File: config.mk
export PLATFORM = sky130hd
export DESIGN_NAME = sum_checked_frame_decoder_flat
export DESIGN_NICKNAME = d
export VERILOG_FILES = /design/src/rtl/sfd_pkg.sv /design/src/rtl/sfd_if.sv /design/src/rtl/sum_checked_frame_decoder.sv /design/src/rtl/sfd_front.sv /design/src/rtl/sfd_queue.sv /design/src/rtl/sfd_back.sv /design/src/flat_wrapper.sv
export SDC_FILE = /design/constraint.sdc
export NUM_CORES = 1
export LEC_CHECK = 0
export CELL_PAD_IN_SITES_DETAIL_PLACEMENT = 1
export CELL_PAD_IN_SITES_GLOBAL_PLACEMENT = 1
export CORE_MARGIN = 10
export CORE_UTILIZATION = 60
export CTS_BUF_LIST = sky130_fd_sc_hd__clkbuf_8
export CTS_CLUSTER_DIAMETER = 200
export DETAILED_ROUTE_END_ITERATION = 7
export DONT_BUFFER_PORTS = 1
export PLACE_DENSITY = 0.92
export REMOVE_ABC_BUFFERS = 1
export SLEW_MARGIN = 10
export SYNTH_ARGS = -nofsm -noshare
export SYNTH_HDL_FRONTEND = slang
export SYNTH_SLANG_ARGS = --single-unit
File: constraint.sdc
create_clock -name clk_i -period 16.4 [get_ports clk_i]
set_input_delay 0.82 -clock clk_i [delete_from_list [all_inputs] [get_ports clk_i]]
set_output_delay 0.82 -clock clk_i [all_outputs]
set_load 0.05 [all_outputs]
File: src/rtl/sfd_pkg.sv
// Shared types and constants for the sum-checked frame decoder.
package sfd_pkg;

  localparam int unsigned MaxPayload = 1024;
  localparam logic [11:0] MaxLen     = 12'(MaxPayload);

  // Result queue between parser and output stage; depth must be a power of two.
  localparam int unsigned QueueDepth = 2;
  localparam int unsigned QueueAw    = $clog2(QueueDepth);
  localparam logic [QueueAw:0] QueueFull = (QueueAw + 1)'(QueueDepth);

  localparam logic [7:0]  HdrFirstReset  = 8'hA5;
  localparam logic [7:0]  HdrSecondReset = 8'h5A;
  localparam logic [15:0] CheckKeyReset  = 16'h0000;

  localparam logic [7:0]  LenNibbleMask = 8'h0f;
  localparam int unsigned AckReqBit     = 6;
  localparam int unsigned IsAckBit      = 7;
  localparam logic [7:0]  CmdHiMask     = 8'hff >> (8 - 6);

  typedef enum logic [1:0] {
    KIND_PAYLOAD = 2'd0,
    KIND_GOOD    = 2'd1,
    KIND_ERROR   = 2'd2
  } kind_e;

  typedef enum logic [1:0] {
    CFG_HEADER_FIRST  = 2'd0,
    CFG_HEADER_SECOND = 2'd1,
    CFG_CHECK_KEY     = 2'd2
  } cfg_idx_e;

  typedef enum logic [11:0] {
    PH_HUNT1  = 12'b0000_0000_0001,
    PH_HUNT2  = 12'b0000_0000_0010,
    PH_ID     = 12'b0000_0000_0100,
    PH_CMD_LO = 12'b0000_0000_1000,
    PH_CMD_HI = 12'b0000_0001_0000,
    PH_RES_LO = 12'b0000_0010_0000,
    PH_RES_HI = 12'b0000_0100_0000,
    PH_LEN_LO = 12'b0000_1000_0000,
    PH_LEN_HI = 12'b0001_0000_0000,
    PH_DATA   = 12'b0010_0000_0000,
    PH_CHK_LO = 12'b0100_0000_0000,
    PH_CHK_HI = 12'b1000_0000_0000
  } phase_e;

  typedef struct packed {
    kind_e       kind;
    logic [7:0]  payload_byte;
    logic [11:0] payload_index;
    logic [7:0]  packet_id;
    logic [13:0] command_code;
    logic        ack_req;
    logic        is_ack;
    logic [15:0] reserved_word;
    logic [11:0] payload_length;
  } result_t;

endpackage

File: src/rtl/sfd_if.sv
// Byte input and result output channel interfaces.
interface sfd_in_if;
  logic       valid;
  logic       ready;
  logic [7:0] data_byte;

  modport source (output valid, output data_byte, input ready);
  modport sink (input valid, input data_byte, output ready);
endinterface

interface sfd_out_if import sfd_pkg::*; ();
  logic        valid;
  logic        ready;
  kind_e       kind;
  logic [7:0]  payload_byte;
  logic [11:0] payload_index;
  logic [7:0]  packet_id;
  logic [13:0] command_code;
  logic        ack_req;
  logic        is_ack;
  logic [15:0] reserved_word;
  logic [11:0] payload_length;

  modport source (
    output valid, output kind, output payload_byte, output payload_index,
    output packet_id, output command_code, output ack_req, output is_ack,
    output reserved_word, output payload_length, input ready
  );
  modport sink (
    input valid, input kind, input payload_byte, input payload_index,
    input packet_id, input command_code, input ack_req, input is_ack,
    input reserved_word, input payload_length, output ready
  );
endinterface

File: src/rtl/sum_checked_frame_decoder.sv
// Top level of the sum-checked frame decoder: parser, result queue, output stage.
//
//   channel  dir  handshake            payload
//   in_ch    in   valid/ready          data_byte (8)
//   out_ch   out  valid/ready          kind, payload byte/index, frame fields
//   cfg      in   cfg_we_i (no wait)   cfg_idx_i (2), cfg_data_i (16)
//
// One byte per cycle while the queue has room; the parser steps once per byte.
// A result is queued when its byte is accepted, then registered onto out_ch.
// in_ch.ready drops only while the two-entry result queue is full.
// Reset clears all parse state and loads the default header and key values.
module sum_checked_frame_decoder import sfd_pkg::*; (
  input  logic        clk_i,
  input  logic        rst_ni,
  sfd_in_if.sink      in_ch,
  sfd_out_if.source   out_ch,
  input  logic        cfg_we_i,
  input  logic [1:0]  cfg_idx_i,
  input  logic [15:0] cfg_data_i
);

  logic    q_full, q_valid, q_pop, push;
  result_t push_data, q_data;

  sfd_front u_front (
    .clk_i       (clk_i),
    .rst_ni      (rst_ni),
    .in_ch       (in_ch),
    .cfg_we_i    (cfg_we_i),
    .cfg_idx_i   (cfg_idx_i),
    .cfg_data_i  (cfg_data_i),
    .q_full_i    (q_full),
    .push_o      (push),
    .push_data_o (push_data)
  );

  sfd_queue u_queue (
    .clk_i       (clk_i),
    .rst_ni      (rst_ni),
    .push_i      (push),
    .push_data_i (push_data),
    .full_o      (q_full),
    .pop_i       (q_pop),
    .valid_o     (q_valid),
    .pop_data_o  (q_data)
  );

  sfd_back u_back (
    .clk_i     (clk_i),
    .rst_ni    (rst_ni),
    .q_valid_i (q_valid),
    .q_data_i  (q_data),
    .q_pop_o   (q_pop),
    .out_ch    (out_ch)
  );

endmodule

File: src/rtl/sfd_front.sv
// Frame parser: takes bytes, tracks header/field/payload/check phases, emits results.
module sfd_front import sfd_pkg::*; (
  input  logic          clk_i,
  input  logic          rst_ni,
  sfd_in_if.sink        in_ch,
  input  logic          cfg_we_i,
  input  logic [1:0]    cfg_idx_i,
  input  logic [15:0]   cfg_data_i,
  input  logic          q_full_i,
  output logic          push_o,
  output result_t       push_data_o
);

  logic [7:0]  hdr_first_q, hdr_second_q;
  logic [15:0] check_key_q;

  phase_e      phase_q, phase_d;
  logic [15:0] sum_q, sum_d;
  logic [7:0]  check_low_q, check_low_d;
  logic [7:0]  frame_id_q, frame_id_d;
  logic [13:0] frame_cmd_q, frame_cmd_d;
  logic        ack_req_q, ack_req_d;
  logic        is_ack_q, is_ack_d;
  logic [15:0] frame_res_q, frame_res_d;
  logic [11:0] frame_len_q, frame_len_d;
  logic [11:0] taken_q, taken_d;

  logic        accept;
  logic [7:0]  b;
  logic        fail;
  kind_e       kind;
  logic [7:0]  pbyte;
  logic [11:0] pidx;
  logic [15:0] sum_add;
  logic [11:0] len_full;
  logic [11:0] taken_inc;
  logic [15:0] expect_chk;

  assign in_ch.ready = !q_full_i;
  assign accept      = in_ch.valid && !q_full_i;
  assign b           = in_ch.data_byte;
  assign sum_add     = sum_q + {8'd0, b};
  assign len_full    = {b[3:0], frame_len_q[7:0]};
  assign taken_inc   = taken_q + 12'd1;
  assign expect_chk  = (~sum_q) ^ check_key_q;

  always_ff @(posedge clk_i or negedge rst_ni) begin
    if (!rst_ni) begin
      hdr_first_q  <= HdrFirstReset;
      hdr_second_q <= HdrSecondReset;
      check_key_q  <= CheckKeyReset;
    end else if (cfg_we_i) begin
      unique case (cfg_idx_i)
        CFG_HEADER_FIRST:  hdr_first_q  <= cfg_data_i[7:0];
        CFG_HEADER_SECOND: hdr_second_q <= cfg_data_i[7:0];
        CFG_CHECK_KEY:     check_key_q  <= cfg_data_i;
        default: ;
      endcase
    end
  end

  always_comb begin
    phase_d     = phase_q;
    sum_d       = sum_q;
    check_low_d = check_low_q;
    frame_id_d  = frame_id_q;
    frame_cmd_d = frame_cmd_q;
    ack_req_d   = ack_req_q;
    is_ack_d    = is_ack_q;
    frame_res_d = frame_res_q;
    frame_len_d = frame_len_q;
    taken_d     = taken_q;
    fail        = 1'b0;
    push_o      = 1'b0;
    kind        = KIND_ERROR;
    pbyte       = 8'd0;
    pidx        = 12'd0;
    if (accept) begin
      unique case (phase_q)
        PH_HUNT1: begin
          sum_d = {8'd0, b};
          if (b == hdr_first_q) phase_d = PH_HUNT2;
        end
        PH_HUNT2: begin
          if (b == hdr_second_q) begin
            sum_d   = sum_add;
            phase_d = PH_ID;
          end else if (b == hdr_first_q) begin
            // repeated first header: error result, sum restarts, keep waiting
            sum_d  = {8'd0, b};
            push_o = 1'b1;
          end else begin
            fail = 1'b1;
          end
        end
        PH_ID: begin
          sum_d      = sum_add;
          frame_id_d = b;
          phase_d    = PH_CMD_LO;
        end
        PH_CMD_LO: begin
          sum_d       = sum_add;
          frame_cmd_d = {6'd0, b};
          phase_d     = PH_CMD_HI;
        end
        PH_CMD_HI: begin
          sum_d       = sum_add;
          frame_cmd_d = {6'(b & CmdHiMask), frame_cmd_q[7:0]};
          ack_req_d   = b[AckReqBit];
          is_ack_d    = b[IsAckBit];
          phase_d     = PH_RES_LO;
        end
        PH_RES_LO: begin
          sum_d       = sum_add;
          frame_res_d = {8'd0, b};
          phase_d     = PH_RES_HI;
        end
        PH_RES_HI: begin
          sum_d       = sum_add;
          frame_res_d = {b, frame_res_q[7:0]};
          phase_d     = PH_LEN_LO;
        end
        PH_LEN_LO: begin
          sum_d       = sum_add;
          frame_len_d = {4'd0, b};
          phase_d     = PH_LEN_HI;
        end
        PH_LEN_HI: begin
          sum_d = sum_add;
          if ((frame_len_q[7:0] & LenNibbleMask) != {4'd0, b[7:4]}) begin
            fail = 1'b1;
          end else begin
            frame_len_d = len_full;
            if (len_full > MaxLen) begin
              fail = 1'b1;
            end else begin
              taken_d = 12'd0;
              phase_d = (len_full == 12'd0) ? PH_CHK_LO : PH_DATA;
            end
          end
        end
        PH_DATA: begin
          sum_d   = sum_add;
          push_o  = 1'b1;
          kind    = KIND_PAYLOAD;
          pbyte   = b;
          pidx    = taken_q;
          taken_d = taken_inc;
          if (taken_inc == frame_len_q) phase_d = PH_CHK_LO;
        end
        PH_CHK_LO: begin
          check_low_d = b;
          phase_d     = PH_CHK_HI;
        end
        PH_CHK_HI: begin
          if ({b, check_low_q} != expect_chk) begin
            fail = 1'b1;
          end else begin
            phase_d = PH_HUNT1;
            push_o  = 1'b1;
            kind    = KIND_GOOD;
          end
        end
        default: fail = 1'b1;
      endcase
      if (fail) begin
        phase_d = PH_HUNT1;
        sum_d   = 16'd0;
        push_o  = 1'b1;
        kind    = KIND_ERROR;
      end
    end
  end

  // Frame fields report the state as it stands after this byte.
  always_comb begin
    push_data_o.kind           = kind;
    push_data_o.payload_byte   = pbyte;
    push_data_o.payload_index  = pidx;
    push_data_o.packet_id      = frame_id_d;
    push_data_o.command_code   = frame_cmd_d;
    push_data_o.ack_req        = ack_req_d;
    push_data_o.is_ack         = is_ack_d;
    push_data_o.reserved_word  = frame_res_d;
    push_data_o.payload_length = frame_len_d;
  end

  always_ff @(posedge clk_i or negedge rst_ni) begin
    if (!rst_ni) begin
      phase_q     <= PH_HUNT1;
      sum_q       <= 16'd0;
      check_low_q <= 8'd0;
      frame_id_q  <= 8'd0;
      frame_cmd_q <= 14'd0;
      ack_req_q   <= 1'b0;
      is_ack_q    <= 1'b0;
      frame_res_q <= 16'd0;
      frame_len_q <= 12'd0;
      taken_q     <= 12'd0;
    end else begin
      phase_q     <= phase_d;
      sum_q       <= sum_d;
      check_low_q <= check_low_d;
      frame_id_q  <= frame_id_d;
      frame_cmd_q <= frame_cmd_d;
      ack_req_q   <= ack_req_d;
      is_ack_q    <= is_ack_d;
      frame_res_q <= frame_res_d;
      frame_len_q <= frame_len_d;
      taken_q     <= taken_d;
    end
  end

`ifndef NO_ASSERTIONS
  a_push_needs_byte: assert property (@(posedge clk_i) disable iff (!rst_ni)
    push_o |-> accept)
    else $error("result pushed without an accepted byte");

  a_data_count_in_range: assert property (@(posedge clk_i) disable iff (!rst_ni)
    (phase_q == PH_DATA) |-> (taken_q < frame_len_q) && (frame_len_q <= MaxLen))
    else $error("payload count outside declared length");

  a_good_returns_to_hunt: assert property (@(posedge clk_i) disable iff (!rst_ni)
    (push_o && push_data_o.kind == KIND_GOOD) |=> (phase_q == PH_HUNT1))
    else $error("good frame did not return to hunting");

  a_error_ends_frame: assert property (@(posedge clk_i) disable iff (!rst_ni)
    (push_o && push_data_o.kind == KIND_ERROR) |=>
      (phase_q == PH_HUNT1 || phase_q == PH_HUNT2))
    else $error("error result left parser inside a frame");
`endif

endmodule

File: src/rtl/sfd_queue.sv
// Short result queue between the parser and the output stage.
module sfd_queue import sfd_pkg::*; (
  input  logic    clk_i,
  input  logic    rst_ni,
  input  logic    push_i,
  input  result_t push_data_i,
  output logic    full_o,
  input  logic    pop_i,
  output logic    valid_o,
  output result_t pop_data_o
);

  result_t            mem_q [QueueDepth];
  logic [QueueAw-1:0] wr_ptr_q, rd_ptr_q;
  logic [QueueAw:0]   count_q;
  logic               do_pop;

  assign full_o     = (count_q == QueueFull);
  assign valid_o    = (count_q != '0);
  assign do_pop     = pop_i && valid_o;
  assign pop_data_o = mem_q[rd_ptr_q];

  always_ff @(posedge clk_i) begin
    if (push_i) mem_q[wr_ptr_q] <= push_data_i;
  end

  always_ff @(posedge clk_i or negedge rst_ni) begin
    if (!rst_ni) begin
      wr_ptr_q <= '0;
      rd_ptr_q <= '0;
      count_q  <= '0;
    end else begin
      if (push_i) wr_ptr_q <= wr_ptr_q + 1'b1;
      if (do_pop) rd_ptr_q <= rd_ptr_q + 1'b1;
      priority if (push_i && !do_pop) begin
        count_q <= count_q + 1'b1;
      end else if (do_pop && !push_i) begin
        count_q <= count_q - 1'b1;
      end
    end
  end

endmodule

File: src/rtl/sfd_back.sv
// Output stage: registers one result from the queue and presents it on the channel.
module sfd_back import sfd_pkg::*; (
  input  logic      clk_i,
  input  logic      rst_ni,
  input  logic      q_valid_i,
  input  result_t   q_data_i,
  output logic      q_pop_o,
  sfd_out_if.source out_ch
);

  logic    out_valid_q;
  result_t out_data_q;

  // Refill when empty or when the held result is taken this cycle.
  assign q_pop_o = q_valid_i && (!out_valid_q || out_ch.ready);

  always_ff @(posedge clk_i or negedge rst_ni) begin
    if (!rst_ni) begin
      out_valid_q <= 1'b0;
    end else if (!out_valid_q || out_ch.ready) begin
      out_valid_q <= q_valid_i;
    end
  end

  always_ff @(posedge clk_i) begin
    if (q_pop_o) out_data_q <= q_data_i;
  end

  assign out_ch.valid          = out_valid_q;
  assign out_ch.kind           = out_data_q.kind;
  assign out_ch.payload_byte   = out_data_q.payload_byte;
  assign out_ch.payload_index  = out_data_q.payload_index;
  assign out_ch.packet_id      = out_data_q.packet_id;
  assign out_ch.command_code   = out_data_q.command_code;
  assign out_ch.ack_req        = out_data_q.ack_req;
  assign out_ch.is_ack         = out_data_q.is_ack;
  assign out_ch.reserved_word  = out_data_q.reserved_word;
  assign out_ch.payload_length = out_data_q.payload_length;

endmodule

File: src/flat_wrapper.sv
// flat-port wrapper written by rule: the top's interface ports become plain ports
module sum_checked_frame_decoder_flat import sfd_pkg::*;
  (clk_i, rst_ni, cfg_we_i, cfg_idx_i, cfg_data_i, in_ch_valid, in_ch_data_byte, in_ch_ready, out_ch_valid, out_ch_kind, out_ch_payload_byte, out_ch_payload_index, out_ch_packet_id, out_ch_command_code, out_ch_ack_req, out_ch_is_ack, out_ch_reserved_word, out_ch_payload_length, out_ch_ready);
  sfd_in_if in_ch_i ();
  sfd_out_if out_ch_i ();
  input  logic clk_i;
  input  logic rst_ni;
  input  logic cfg_we_i;
  input  logic [1:0] cfg_idx_i;
  input  logic [15:0] cfg_data_i;
  input wire logic [$bits(in_ch_i.valid)-1:0] in_ch_valid;
  input wire logic [$bits(in_ch_i.data_byte)-1:0] in_ch_data_byte;
  output wire logic [$bits(in_ch_i.ready)-1:0] in_ch_ready;
  output wire logic [$bits(out_ch_i.valid)-1:0] out_ch_valid;
  output wire logic [$bits(out_ch_i.kind)-1:0] out_ch_kind;
  output wire logic [$bits(out_ch_i.payload_byte)-1:0] out_ch_payload_byte;
  output wire logic [$bits(out_ch_i.payload_index)-1:0] out_ch_payload_index;
  output wire logic [$bits(out_ch_i.packet_id)-1:0] out_ch_packet_id;
  output wire logic [$bits(out_ch_i.command_code)-1:0] out_ch_command_code;
  output wire logic [$bits(out_ch_i.ack_req)-1:0] out_ch_ack_req;
  output wire logic [$bits(out_ch_i.is_ack)-1:0] out_ch_is_ack;
  output wire logic [$bits(out_ch_i.reserved_word)-1:0] out_ch_reserved_word;
  output wire logic [$bits(out_ch_i.payload_length)-1:0] out_ch_payload_length;
  input wire logic [$bits(out_ch_i.ready)-1:0] out_ch_ready;
  assign in_ch_i.valid = in_ch_valid;
  assign in_ch_i.data_byte = in_ch_data_byte;
  assign in_ch_ready = in_ch_i.ready;
  assign out_ch_valid = out_ch_i.valid;
  assign out_ch_kind = out_ch_i.kind;
  assign out_ch_payload_byte = out_ch_i.payload_byte;
  assign out_ch_payload_index = out_ch_i.payload_index;
  assign out_ch_packet_id = out_ch_i.packet_id;
  assign out_ch_command_code = out_ch_i.command_code;
  assign out_ch_ack_req = out_ch_i.ack_req;
  assign out_ch_is_ack = out_ch_i.is_ack;
  assign out_ch_reserved_word = out_ch_i.reserved_word;
  assign out_ch_payload_length = out_ch_i.payload_length;
  assign out_ch_i.ready = out_ch_ready;
  sum_checked_frame_decoder u_core (.clk_i(clk_i), .rst_ni(rst_ni), .in_ch(in_ch_i), .out_ch(out_ch_i), .cfg_we_i(cfg_we_i), .cfg_idx_i(cfg_idx_i), .cfg_data_i(cfg_data_i));
endmodule
# Yosys cells after proc, flatten, opt, wreduce, memory -nomap -nowiden
# Memory sizes are Yosys's and may differ from the RTL's. A register that Yosys moved wholly into a read port is not among the register bits.
# Cells that the tools add are included.
# word_totals
reg_bits	137
latchBits	0
mem_bits_rw	148
mem_bits_ro	0
in_bits	31
wordCells	136
memories	1
# op_classes
n_addsub	6
n_mul	0
n_div	0
order_cmp	1
n_eq_ne	29
shifts	0
muxes	54
bitwise	2
reduce_logical	26
# memory_table
name	depth	word_bits	rd	rd_clocked_by_memory_dff	wr	line_no	rtl
u_core.u_queue.mem_q	2	74	1	1	1	sfd_queue.sv:13	result_t mem_q [QueueDepth];
# op_table
op	count
$mux 12	13
$pmux 12 s12	1
$mux 16	4
$pmux 12 s2	2
$pmux 16 s3	1
$mux 8	4
$pmux 16 s2	1
$pmux 14 s2	1
$ne 3x3->1 const B	6
$mux 1	17
$add 16x8->16	1
$eq 8x8->1	2
$ne 16x16->1	1
$not 16->16	1
$xor 16x16->16	1
$mux 14	1
$reduce_bool 13->1	1
$add 12x1->12 const B	1
$eq 12x1->1 const B	1
$eq 12x10->1 const B	1
$eq 12x11->1 const B	1
$eq 12x12->1	1
$eq 12x12->1 const B	1
$eq 12x2->1 const B	1
34 further kinds	53

# Longest topological paths before layout
# Gate-level depths: netlist of run 1.
# depth
ltp_word	12
mapped_depth	11
ltp_nobuf	10

# Cells and area by module
# A second synthesis of run 1 with hierarchy kept.
# unflattened
cells_unflattened	963
hier_area_um2	15324.7
# by_module_without_submodules
mod	n_inst	cells_per_inst	area_per_inst_um2	seq_area_each_um2
sfd_front	1	639	7327.0	3314.4
sfd_queue	1	246	5731.7	4544.4
sfd_back	1	78	2265.9	2247.2

# Worst setup path before layout of run 1
# Ideal clock, no wire load.
# synth_path
path_kind	reg2reg
start	register u_core.u_front.phase_q[3]
end	memory u_core.u_queue.mem_q[0][0] in the netlist's numbering, enable pin
t_arrival_ps	5307
setup_slack_ps	10577
stages_incl_launch_ff	9
path_buffers	1
period_less_slack_ps	5823
path_cell_list	dfrtp_1 clkbuf_1 or4_1 nor2_1 nand4_1 o22ai_1 a21oi_1 a31oi_1 nor2b_1
# synth_between
elab_chain_cells	8
word_cells_on_any_way	20
cone_classes	eq/ne: 12; mux: 7; reduce/logical: 1
# synth_lines
element	line_no	rtl
start, declared	sfd_front.sv:17	phase_e phase_q, phase_d;
start signal, assigned	sfd_front.sv:201	phase_q <= phase_d;
$eq 12x10->1, or another cell as far along	sfd_front.sv:79	unique case (phase_q)
$reduce_or 9->1 (no line)	-	
$pmux 1 s4	sfd_front.sv:79	
$mux 1	sfd_front.sv:78	if (accept) begin
$mux 1 (*)	sfd_front.sv:166	if (fail) begin
$mux 1 (*)	sfd_front.sv:78	
named net u_core.push	sum_checked_frame_decoder.sv:22	logic q_full, q_valid, q_pop, push;
$mux 1 (*)	sfd_queue.sv:24	if (push_i) mem_q[wr_ptr_q] <= push_data_i;
$mux 1 (implied by the code) (*)	sfd_queue.sv:24	
end, declared	sfd_queue.sv:13	
# The timed path passes the listed nets; every way through them passes the cells marked *. The select of a mux whose other input is x is not followed.

# Worst setup path in the final report of run 1
# layout_path
start	register u_core.u_front.phase_q[2]
end	memory u_core.u_queue.mem_q[0][59] in the netlist's numbering, enable pin
# The elaborated chain is that of the path after synthesis.

==> flow_metrics.py, run 1 <==
metrics = {
    "outcome": {
        "status": "complete, no violations",
    },
    "synthesis": {
        "synth_area_um2": 15110,
        "avgSynthCellArea_um2": 14.52,
        "synth-seq-cells": 359,
        "async_flop_share": 0.3816,
        "ys.flop_type": "edfxtp_1",
        "synth_edf_count": 222,
        "syn_inst": 1041,
        "synth_cell_types": 63,
        "ys_seq_area_frac": 0.6688,
        "yosysWarnings": 0,
    },
    "worst_setup_path": {
        "crit_required_ns": 16.58,
        "crit_chain": "or4_1, nor2_1, nand4_1, o22ai_1, a21oi_1, a31oi_1, nor2b_4, buf_4",
        "worstReg2RegEnd": "u_core.u_queue.mem_q[0][59]$_DFFE_PP_",
        "slowest_stage": "buf_4",
        "max_stage_delay_ns": 0.80,
        "cp.arrival_ns": 4.23,
        "timing.rr.start": "u_core.u_front.phase_q[2]$_DFFE_PN0P_",
        "path_max_fanout": 74,
        "r2r_slack_ns": 12.35,
        "critical_path_class": "reg -> reg",
        "worstSetupStartpointType": "flop",
        "endpoint_kind": "flop",
        "ff2ff_path_depth": 8,
    },
    "sta": {
        "setup_tns_ns": 0,
        "tightestPinTransition_ns": 1.125,
        "fin_crit_ns": 4.051,
        "rsz0062_at_grt": "false",
        "finalSetupViolCount": 0,
        "fin_skew_ns": 0.02978,
        "slew_headroom": 0.2502,
        "max_freq_mhz": 246.8,
        "slew_violations": 0,
        "hold_violations": 0,
        "fin_crit_sh": 0.2470,
    },
    "floorplanning": {
        "dieWidth_um": 178.7,
        "core_area_um2": 24960,
        "rows": 58,
        "die_h_um": 178.7,
        "pin_count": 107,
        "start_util": 0.6053,
        "die-area_um2": 31930,
    },
    "grt": {
        "grt_pass1_vias": 9928,
        "grt_pass1_wl_um": 59850,
        "grt_overflow_total": 0,
        "grt_max_degree": 129,
        "grt_util_all_layers": 0.2453,
        "antenna_found_initial": 1,
    },
    "clock_network": {
        "numCtsBuffers": 55,
        "cts_resized": 0,
        "clk_latency_ns": 0.59,
        "cts_sinks": 359,
        "cts_tree": "done",
        "htree_levels": 2,
        "clock_path_buffers": 3,
        "root_buffer": "clkbuf_8",
        "cts.clk_slew.worst_paths_ns": 0.06,
    },
    "layout": {
        "drive_gt1_frac": 0.2212,
        "final_cells": 1424,
        "nFillCells": 2305,
        "diodes": 0,
        "layout_common_cells": "edfxtp_1, mux2_2, dfrtp_1",
        "nNetsFinal": 1091,
        "syn2layout_area_growth_pct": 8.537,
        "fin_util": 0.6570,
        "final_common_cell": "edfxtp_1",
    },
    "pwr": {
        "ir_worst_vdd_v": 0.0001058,
        "p_comb_frac": 0.188,
        "power_leakage_nw": 6.384,
        "power.density_nw_per_um2": 176.9,
        "p_sw_mw": 1.077,
        "seq_power_share": 0.576,
        "swShare": 0.3711,
        "p_clk_frac": 0.236,
        "power.total_mw": 2.902,
        "intPower_mw": 1.825,
    },
    "place": {
        "routabilityCongestion": 0.8829,
        "io_buffers": 0,
        "dp_hpwl_um": 23940,
        "dp.cells": 1321,
    },
    "routing": {
        "drc": 0,
        "vias_per_cell": 6.308,
        "num_vias": 8982,
        "drt_first_iter_violations": 760,
        "wl_um": 38890,
        "dr.pass1.iters": 6,
        "ant_nets": 0,
        "wl_per_cell_um": 27.31,
    },
    "job": {
        "max_cap_violations": 0,
    },
    "worst_hold_path": {
        "hp-class": "in -> async",
    },
}
-- repair_timing --
action | in CTS | in global routing
hold buffers | 1 | 0
hold endpoints to repair | 128 | 0
setup buffers | 0 | 0
-- area by class of cell --
| class | instances | area (um^2) | area share |
|---|---|---|---|
| Inverter | 17 | 65.06 | 0.003967 |
| Tap cell | 330 | 412.9 | 0.02518 |
| Clock inverter | 40 | 162.7 | 0.009918 |
| Multi-Input combinational cell | 610 | 4732 | 0.2885 |
| Clock buffer | 62 | 853.3 | 0.05203 |
| Sequential cell | 359 | 10110 | 0.6164 |
| Timing Repair Buffer | 6 | 65.06 | 0.003967 |
-- stage by stage --
step | cell area, um^2 | setup WS, ns | hold slack, ns
floorplan | 14890 | 10.65 | 0.4555
global placement | 15350 | 12.69 | 0.4851
detailed placement | 15350 | 12.58 | 0.5068
CTS | 16400 | 12.47 | 0.04927
global route | 16400 | 12.18 | 0.03330
finish | 16400 | 12.35 | 0.07404
-- how the worst max path moves through the flow --
stage | start | end | slack (ns)
6_report | u_core.u_front.phase_q[2]$_DFFE_PN0P_ | u_core.u_queue.mem_q[0][59]$_DFFE_PP_ | 12.35
5_1_grt | u_core.u_front.phase_q[3]$_DFFE_PN0P_ | u_core.u_queue.mem_q[0][60]$_DFFE_PP_ | 12.18
4_1_cts | u_core.u_front.phase_q[2]$_DFFE_PN0P_ | u_core.u_queue.mem_q[0][59]$_DFFE_PP_ | 12.47
3_5_place_dp | in_ch_data_byte[4] | u_core.u_front.sum_q[1]$_DFFE_PN0P_ | 12.58
3_3_place_gp | in_ch_data_byte[0] | u_core.u_front.sum_q[1]$_DFFE_PN0P_ | 12.69
2_1_floorplan | u_core.u_front.phase_q[3]$_DFFE_PN0P_ | u_core.u_queue.mem_q[0][0]$_DFFE_PP_ | 10.65
-- state kept, by name (all words and copies together) (netlist names), 8 cells and up --
signal and count:
u_core.u_front.frame_id_q 8, u_core.u_back.out_ch.packet_id 8, u_core.u_front.frame_cmd_q 14, u_core.u_front.check_key_q 16, u_core.u_queue.mem_q 148, u_core.u_front.taken_q 12
u_core.u_front.hdr_second_q 8, u_core.u_back.out_ch.payload_byte 8, u_core.u_front.phase_q 12, u_core.u_back.out_ch.reserved_word 16, u_core.u_front.hdr_first_q 8, u_core.u_front.frame_res_q 16
u_core.u_back.out_ch.command_code 14, u_core.u_front.frame_len_q 12, u_core.u_back.out_ch.payload_length 12, u_core.u_front.check_low_q 8, u_core.u_back.out_ch.payload_index 12, u_core.u_front.sum_q 16
-- critical path, delay by kind of cell (launching register included) --
family	cells	cell delay, ns
flops	1	0.51
compound gates	3	0.82
simple gates	4	1.42
buf+inv	1	0.80
-- metal layers --
| metal | routed length, um | vias up | track usage |
|---|---|---|---|
| met5 | 0 | - | 0 |
| met4 | 988 | 0 | 0.07682 |
| met3 | 2556 | 77 | 0.05644 |
| met2 | 19900 | 344 | 0.4200 |
| met1 | 15450 | 4654 | 0.3041 |
| li1 | - | 3907 | - |
-- power groups by stage --
stage | clock [mW] | sequential, mW | combinational, mW
detailed placement | 0 | 1.69 | 0.531
global route | 0.742 | 1.69 | 0.594
CTS | 0.698 | 1.68 | 0.548
floorplan | 0 | 1.63 | 0.403
global placement | 0 | 1.66 | 0.502
finish | 0.686 | 1.67 | 0.545
-- cell families (layout without fill, tap and decap cells) --
group / after synthesis / count (layout) / share of synthesized area
compound gates: 137 / 137 / 0.06185
xor+xnor: 83 / 83 / 0.04860
fa+ha+maj: 11 / 11 / 0.009605
buf+inv: 72 / 125 / 0.01904
flops: 359 / 359 / 0.6688
mux: 150 / 150 / 0.1129
simple gates: 229 / 229 / 0.07924
-- cell usage after synthesis, types with 3 or more instances --
cell       count  area share
o211ai_1       5      0.0025
o2111ai_1      3      0.0017
o21ai_0       46       0.015
xor2_1        22       0.013
or4_1          9      0.0045
xnor2_1       60       0.035
o2bb2ai_1      3      0.0017
mux2i_1        5      0.0033
dfrtp_1      128        0.21
inv_1         16      0.0040
a21o_1         7      0.0035
o21a_1         3      0.0015
or2_2          3      0.0012
dfstp_2        9       0.016
clkbuf_1      51       0.013
a21oi_1       15      0.0050
nand3b_1       4      0.0020
nor3_1        20      0.0066
or3_1          5      0.0021
and3_1        23      0.0095
mux2_4         6      0.0060
mux2_2       139        0.10
nand3_1       21      0.0070
nor4_1         9      0.0037
a211oi_1       3      0.0015
a31oi_1        7      0.0029
and2_1         5      0.0021
nand2b_1       4      0.0017
o31ai_1        6      0.0030
a22o_1        24       0.014
nand2_1       39      0.0097
nor2_1        52       0.013
edfxtp_1     222        0.44
nand4_1       19      0.0079
ha_1          10      0.0083
nor3b_1        4      0.0020
Note: power is estimated with default switching activity, not from simulation.
==> run 2: changes to the inputs <==
--- a/config.mk
+++ b/config.mk
@@ -5,15 +5,16 @@
 export SDC_FILE = /design/constraint.sdc
 export NUM_CORES = 1
 export LEC_CHECK = 0
+export ABC_AREA = 1
 export CELL_PAD_IN_SITES_DETAIL_PLACEMENT = 1
 export CELL_PAD_IN_SITES_GLOBAL_PLACEMENT = 1
 export CORE_MARGIN = 10
-export CORE_UTILIZATION = 60
+export CORE_UTILIZATION = 52
 export CTS_BUF_LIST = sky130_fd_sc_hd__clkbuf_8
 export CTS_CLUSTER_DIAMETER = 200
 export DETAILED_ROUTE_END_ITERATION = 7
 export DONT_BUFFER_PORTS = 1
-export PLACE_DENSITY = 0.92
+export PLACE_DENSITY = 0.86
 export REMOVE_ABC_BUFFERS = 1
 export SLEW_MARGIN = 10
 export SYNTH_ARGS = -nofsm -noshare
==> constraint.sdc (replaced) <==
create_clock -name clk_i -period 4.1 [get_ports clk_i]
set_input_delay 0.205 -clock clk_i [delete_from_list [all_inputs] [get_ports clk_i]]
set_output_delay 0.205 -clock clk_i [all_outputs]
set_load 0.05 [all_outputs]
==> run 2 against run 1 <==
Effect of this change: core utilization decreased by 6.2 points; critical endpoint is now u_core.u_queue.mem_q[0][9]$_DFFE_PP_; hold slack got worse by 0.039 ns; cell count rose by 46%; combinational power increased to 6.9 times the previous value; clock skew decreased by 0.0045 ns; clock power grew to 4.8 times the previous value; maximum frequency up 27%.
==> flow_metrics.py, run 2 <==
metrics = {
    "sta": {
        "finalSetupViolCount": 0,
        "setup_tns_ns": 0,
        "hold_violations": 0,
        "fin_skew_ns": 0.02533,
        "fin_crit_sh": 0.7769,
        "fin_crit_ns": 3.185,
        "tightestPinTransition_ns": 0.9828,
        "max_freq_mhz": 313.9,
        "slew_violations": 0,
        "fin_hold_ws_ns": 0.03531,
        "slew_headroom": 0.3433,
        "rsz0062_at_grt": "false",
    },
    "layout": {
        "layout_common_cells": "nand2_1, edfxtp_1, inv_1",
        "syn2layout_area_growth_pct": 12.25,
        "seq_area_um2": 10110,
        "top_register": "u_core.u_queue.mem_q",
        "multi_input_area_um2": 4959,
        "nNetsFinal": 1687,
        "final_common_cell": "nand2_1",
        "nFillCells": 3237,
        "diodes": 0,
        "drive_gt1_frac": 0.1022,
        "largest_register_ffs": 148,
        "finalInstanceArea_um2": 17720,
    },
    "synthesis": {
        "synthTopCellsByArea": "edfxtp_1, dfrtp_1, nand2_1",
        "avgSynthCellArea_um2": 9.907,
        "ys_seq_area_frac": 0.6403,
        "yosys.area.top_type_share": 0.4224,
        "synth_edf_count": 222,
        "synth_area_um2": 15780,
        "synth_common_cells": "nand2_1, edfxtp_1, inv_1, dfrtp_1, nand3_1",
        "syn_inst": 1593,
        "synth-seq-cells": 359,
        "yosysWarnings": 0,
        "ys.flop_type": "edfxtp_1",
        "async_flop_share": 0.3816,
        "yosys.area.top_type": "edfxtp_1",
        "yosysMostFrequentCell": "nand2_1",
        "synth_cell_types": 43,
    },
    "job": {
        "max_cap_violations": 0,
    },
    "worst_setup_path": {
        "slowest_stage": "o32ai_1",
        "ff2ff_path_depth": 8,
        "path_max_fanout": 18,
        "cp.arrival_ns": 3.51,
        "crit_required_ns": 4.42,
        "crit_chain": "inv_1, nand2_1, nand2_1, buf_4, inv_1, buf_4, nand2_1, o32ai_1",
        "critical_path_class": "reg -> reg",
        "crit_top_cell": "nand2_1",
        "worstSetupStartpointType": "flop",
        "max_stage_delay_ns": 0.73,
        "endpoint_kind": "flop",
    },
    "place": {
        "io_buffers": 0,
        "routabilityCongestion": 0.9325,
        "place_area_um2": 16190,
        "dp_hpwl_um": 30890,
    },
    "routing": {
        "wl_um": 45180,
        "wl_per_cell_um": 21.69,
        "dr.pass1.iters": 6,
        "drc": 0,
        "drt_first_iter_violations": 910,
        "ant_nets": 0,
        "vias_per_cell": 5.655,
        "num_vias": 11780,
    },
    "grt": {
        "grt_pass1_vias": 12460,
        "antenna_found_initial": 0,
        "grt_util_all_layers": 0.2348,
        "grt_max_degree": 138,
        "grt_pass1_wl_um": 71170,
        "grt_overflow_total": 0,
    },
    "floorplanning": {
        "die-area_um2": 37720,
        "core_area_um2": 29800,
        "dieWidth_um": 194.2,
        "die_h_um": 194.2,
        "pin_count": 107,
        "start_util": 0.5297,
        "rows": 63,
    },
    "outcome": {
        "status": "complete, no violations",
    },
    "pwr": {
        "ir_worst_vdd_v": 0.0003687,
        "power.density_nw_per_um2": 810.5,
        "power_leakage_nw": 7.807,
    },
    "clock_network": {
        "clock_path_buffers": 3,
        "cts_sinks": 359,
        "clk_latency_ns": 0.61,
        "cts_resized": 0,
        "post-cts-setup-buffer-count": 0,
        "numCtsBuffers": 56,
        "htree_levels": 2,
        "cts.clk_slew.worst_paths_ns": 0.07,
        "cts_tree": "done",
        "root_buffer": "clkbuf_8",
    },
    "worst_hold_path": {
        "hp-class": "in -> reg",
        "holdPathStages": 6,
    },
}
[run 2: cell count changes in the layout (fill, tap and decap cells not counted), moves of 44 or more]
cell | before | now
inv_1 | 40 | 149
xnor2_1 | 60 | 16
nand3_1 | 21 | 102
nand2_1 | 39 | 552
mux2_2 | 139 | 4
o21ai_0 | 46 | 93
[run 2: critical path, delay by kind of cell (launching register included)]
family / cells / cell delay [ns]
buffers and inverters: 4 / 1.00
and+or+nand+nor: 3 / 0.80
AOI/OAI and AO/OA: 1 / 0.73
DFF: 1 / 0.37
[run 2: what timing repair did]
item,CTS,global route
hold buffers,27,0
endpoints found under the setup margin,0,0
hold endpoints to repair,180,0
[run 2: area by class of cell]
class / count / area share
Clock buffer: 67 / 0.05205
Clock inverter: 39 / 0.01787
Inverter: 140 / 0.02966
Multi-Input combinational cell: 1048 / 0.2799
Sequential cell: 359 / 0.5705
Tap cell: 390 / 0.02754
Timing Repair Buffer: 40 / 0.02246
[run 2: metrics by stage]
step | total power [mW] | worst slack, ns | utilization | cells
CTS | 14.43 | 0.9488 | 0.5946 | 2083
global route | 15.13 | 0.7621 | 0.5946 | 2083
global placement | 10.74 | 1.073 | 0.5433 | 1950
detailed placement | 11.09 | 0.9551 | 0.5433 | 1950
finish | 14.36 | 0.9146 | 0.5946 | 2083
floorplan | 9.748 | -1.510 | - | 1547
[run 2: final timing paths]
| check | start | endpoint | slack [ns] |
|---|---|---|---|
| min in group asynchronous | rst_ni | u_core.u_front.check_key_q[2]$_DFFE_PN0P_ | 0.21 |
| hold reg to reg | u_core.u_front.hdr_second_q[6]$_DFFE_PN1P_ | u_core.u_front.hdr_second_q[6]$_DFFE_PN1P_ | 0.50 |
| setup reg to reg | u_core.u_queue.count_q[0]$_DFFE_PN0P_ | u_core.u_queue.mem_q[0][9]$_DFFE_PP_ | 0.91 |
| max in group asynchronous | rst_ni | u_core.u_queue.rd_ptr_q$_DFFE_PN0P_ | 3.25 |
| setup / recovery | u_core.u_queue.count_q[0]$_DFFE_PN0P_ | u_core.u_queue.mem_q[0][9]$_DFFE_PP_ | 0.91 |
| hold / removal | in_ch_data_byte[6] | u_core.u_front.sum_q[6]$_DFFE_PN0P_ | 0.04 |
[run 2: cells by family after synthesis]
group	count (synthesis)	synth area share
AND/OR/NAND/NOR	840	0.2260
flip-flops	359	0.6403
buffers and inverters	186	0.04717
AO/OA/AOI/OAI	155	0.05335
XOR/XNOR	38	0.02109
adder cells (fa/ha/maj)	11	0.009196
multiplexers	4	0.002854
[run 2: metal layers]
metal / routed length [um] / track usage
met5: 0 / 0
met4: 1228 / 0.07127
met3: 2497 / 0.04357
met2: 22970 / 0.4134
met1: 18480 / 0.2856
[run 2: power breakdown]
group	internal, mW	leakage, nW	switching (mW)
Clock	1.81	0.693	1.45
Combinational	1.01	3.48	2.77
Sequential	5.38	3.64	1.94
Total	8.20	7.81	6.16
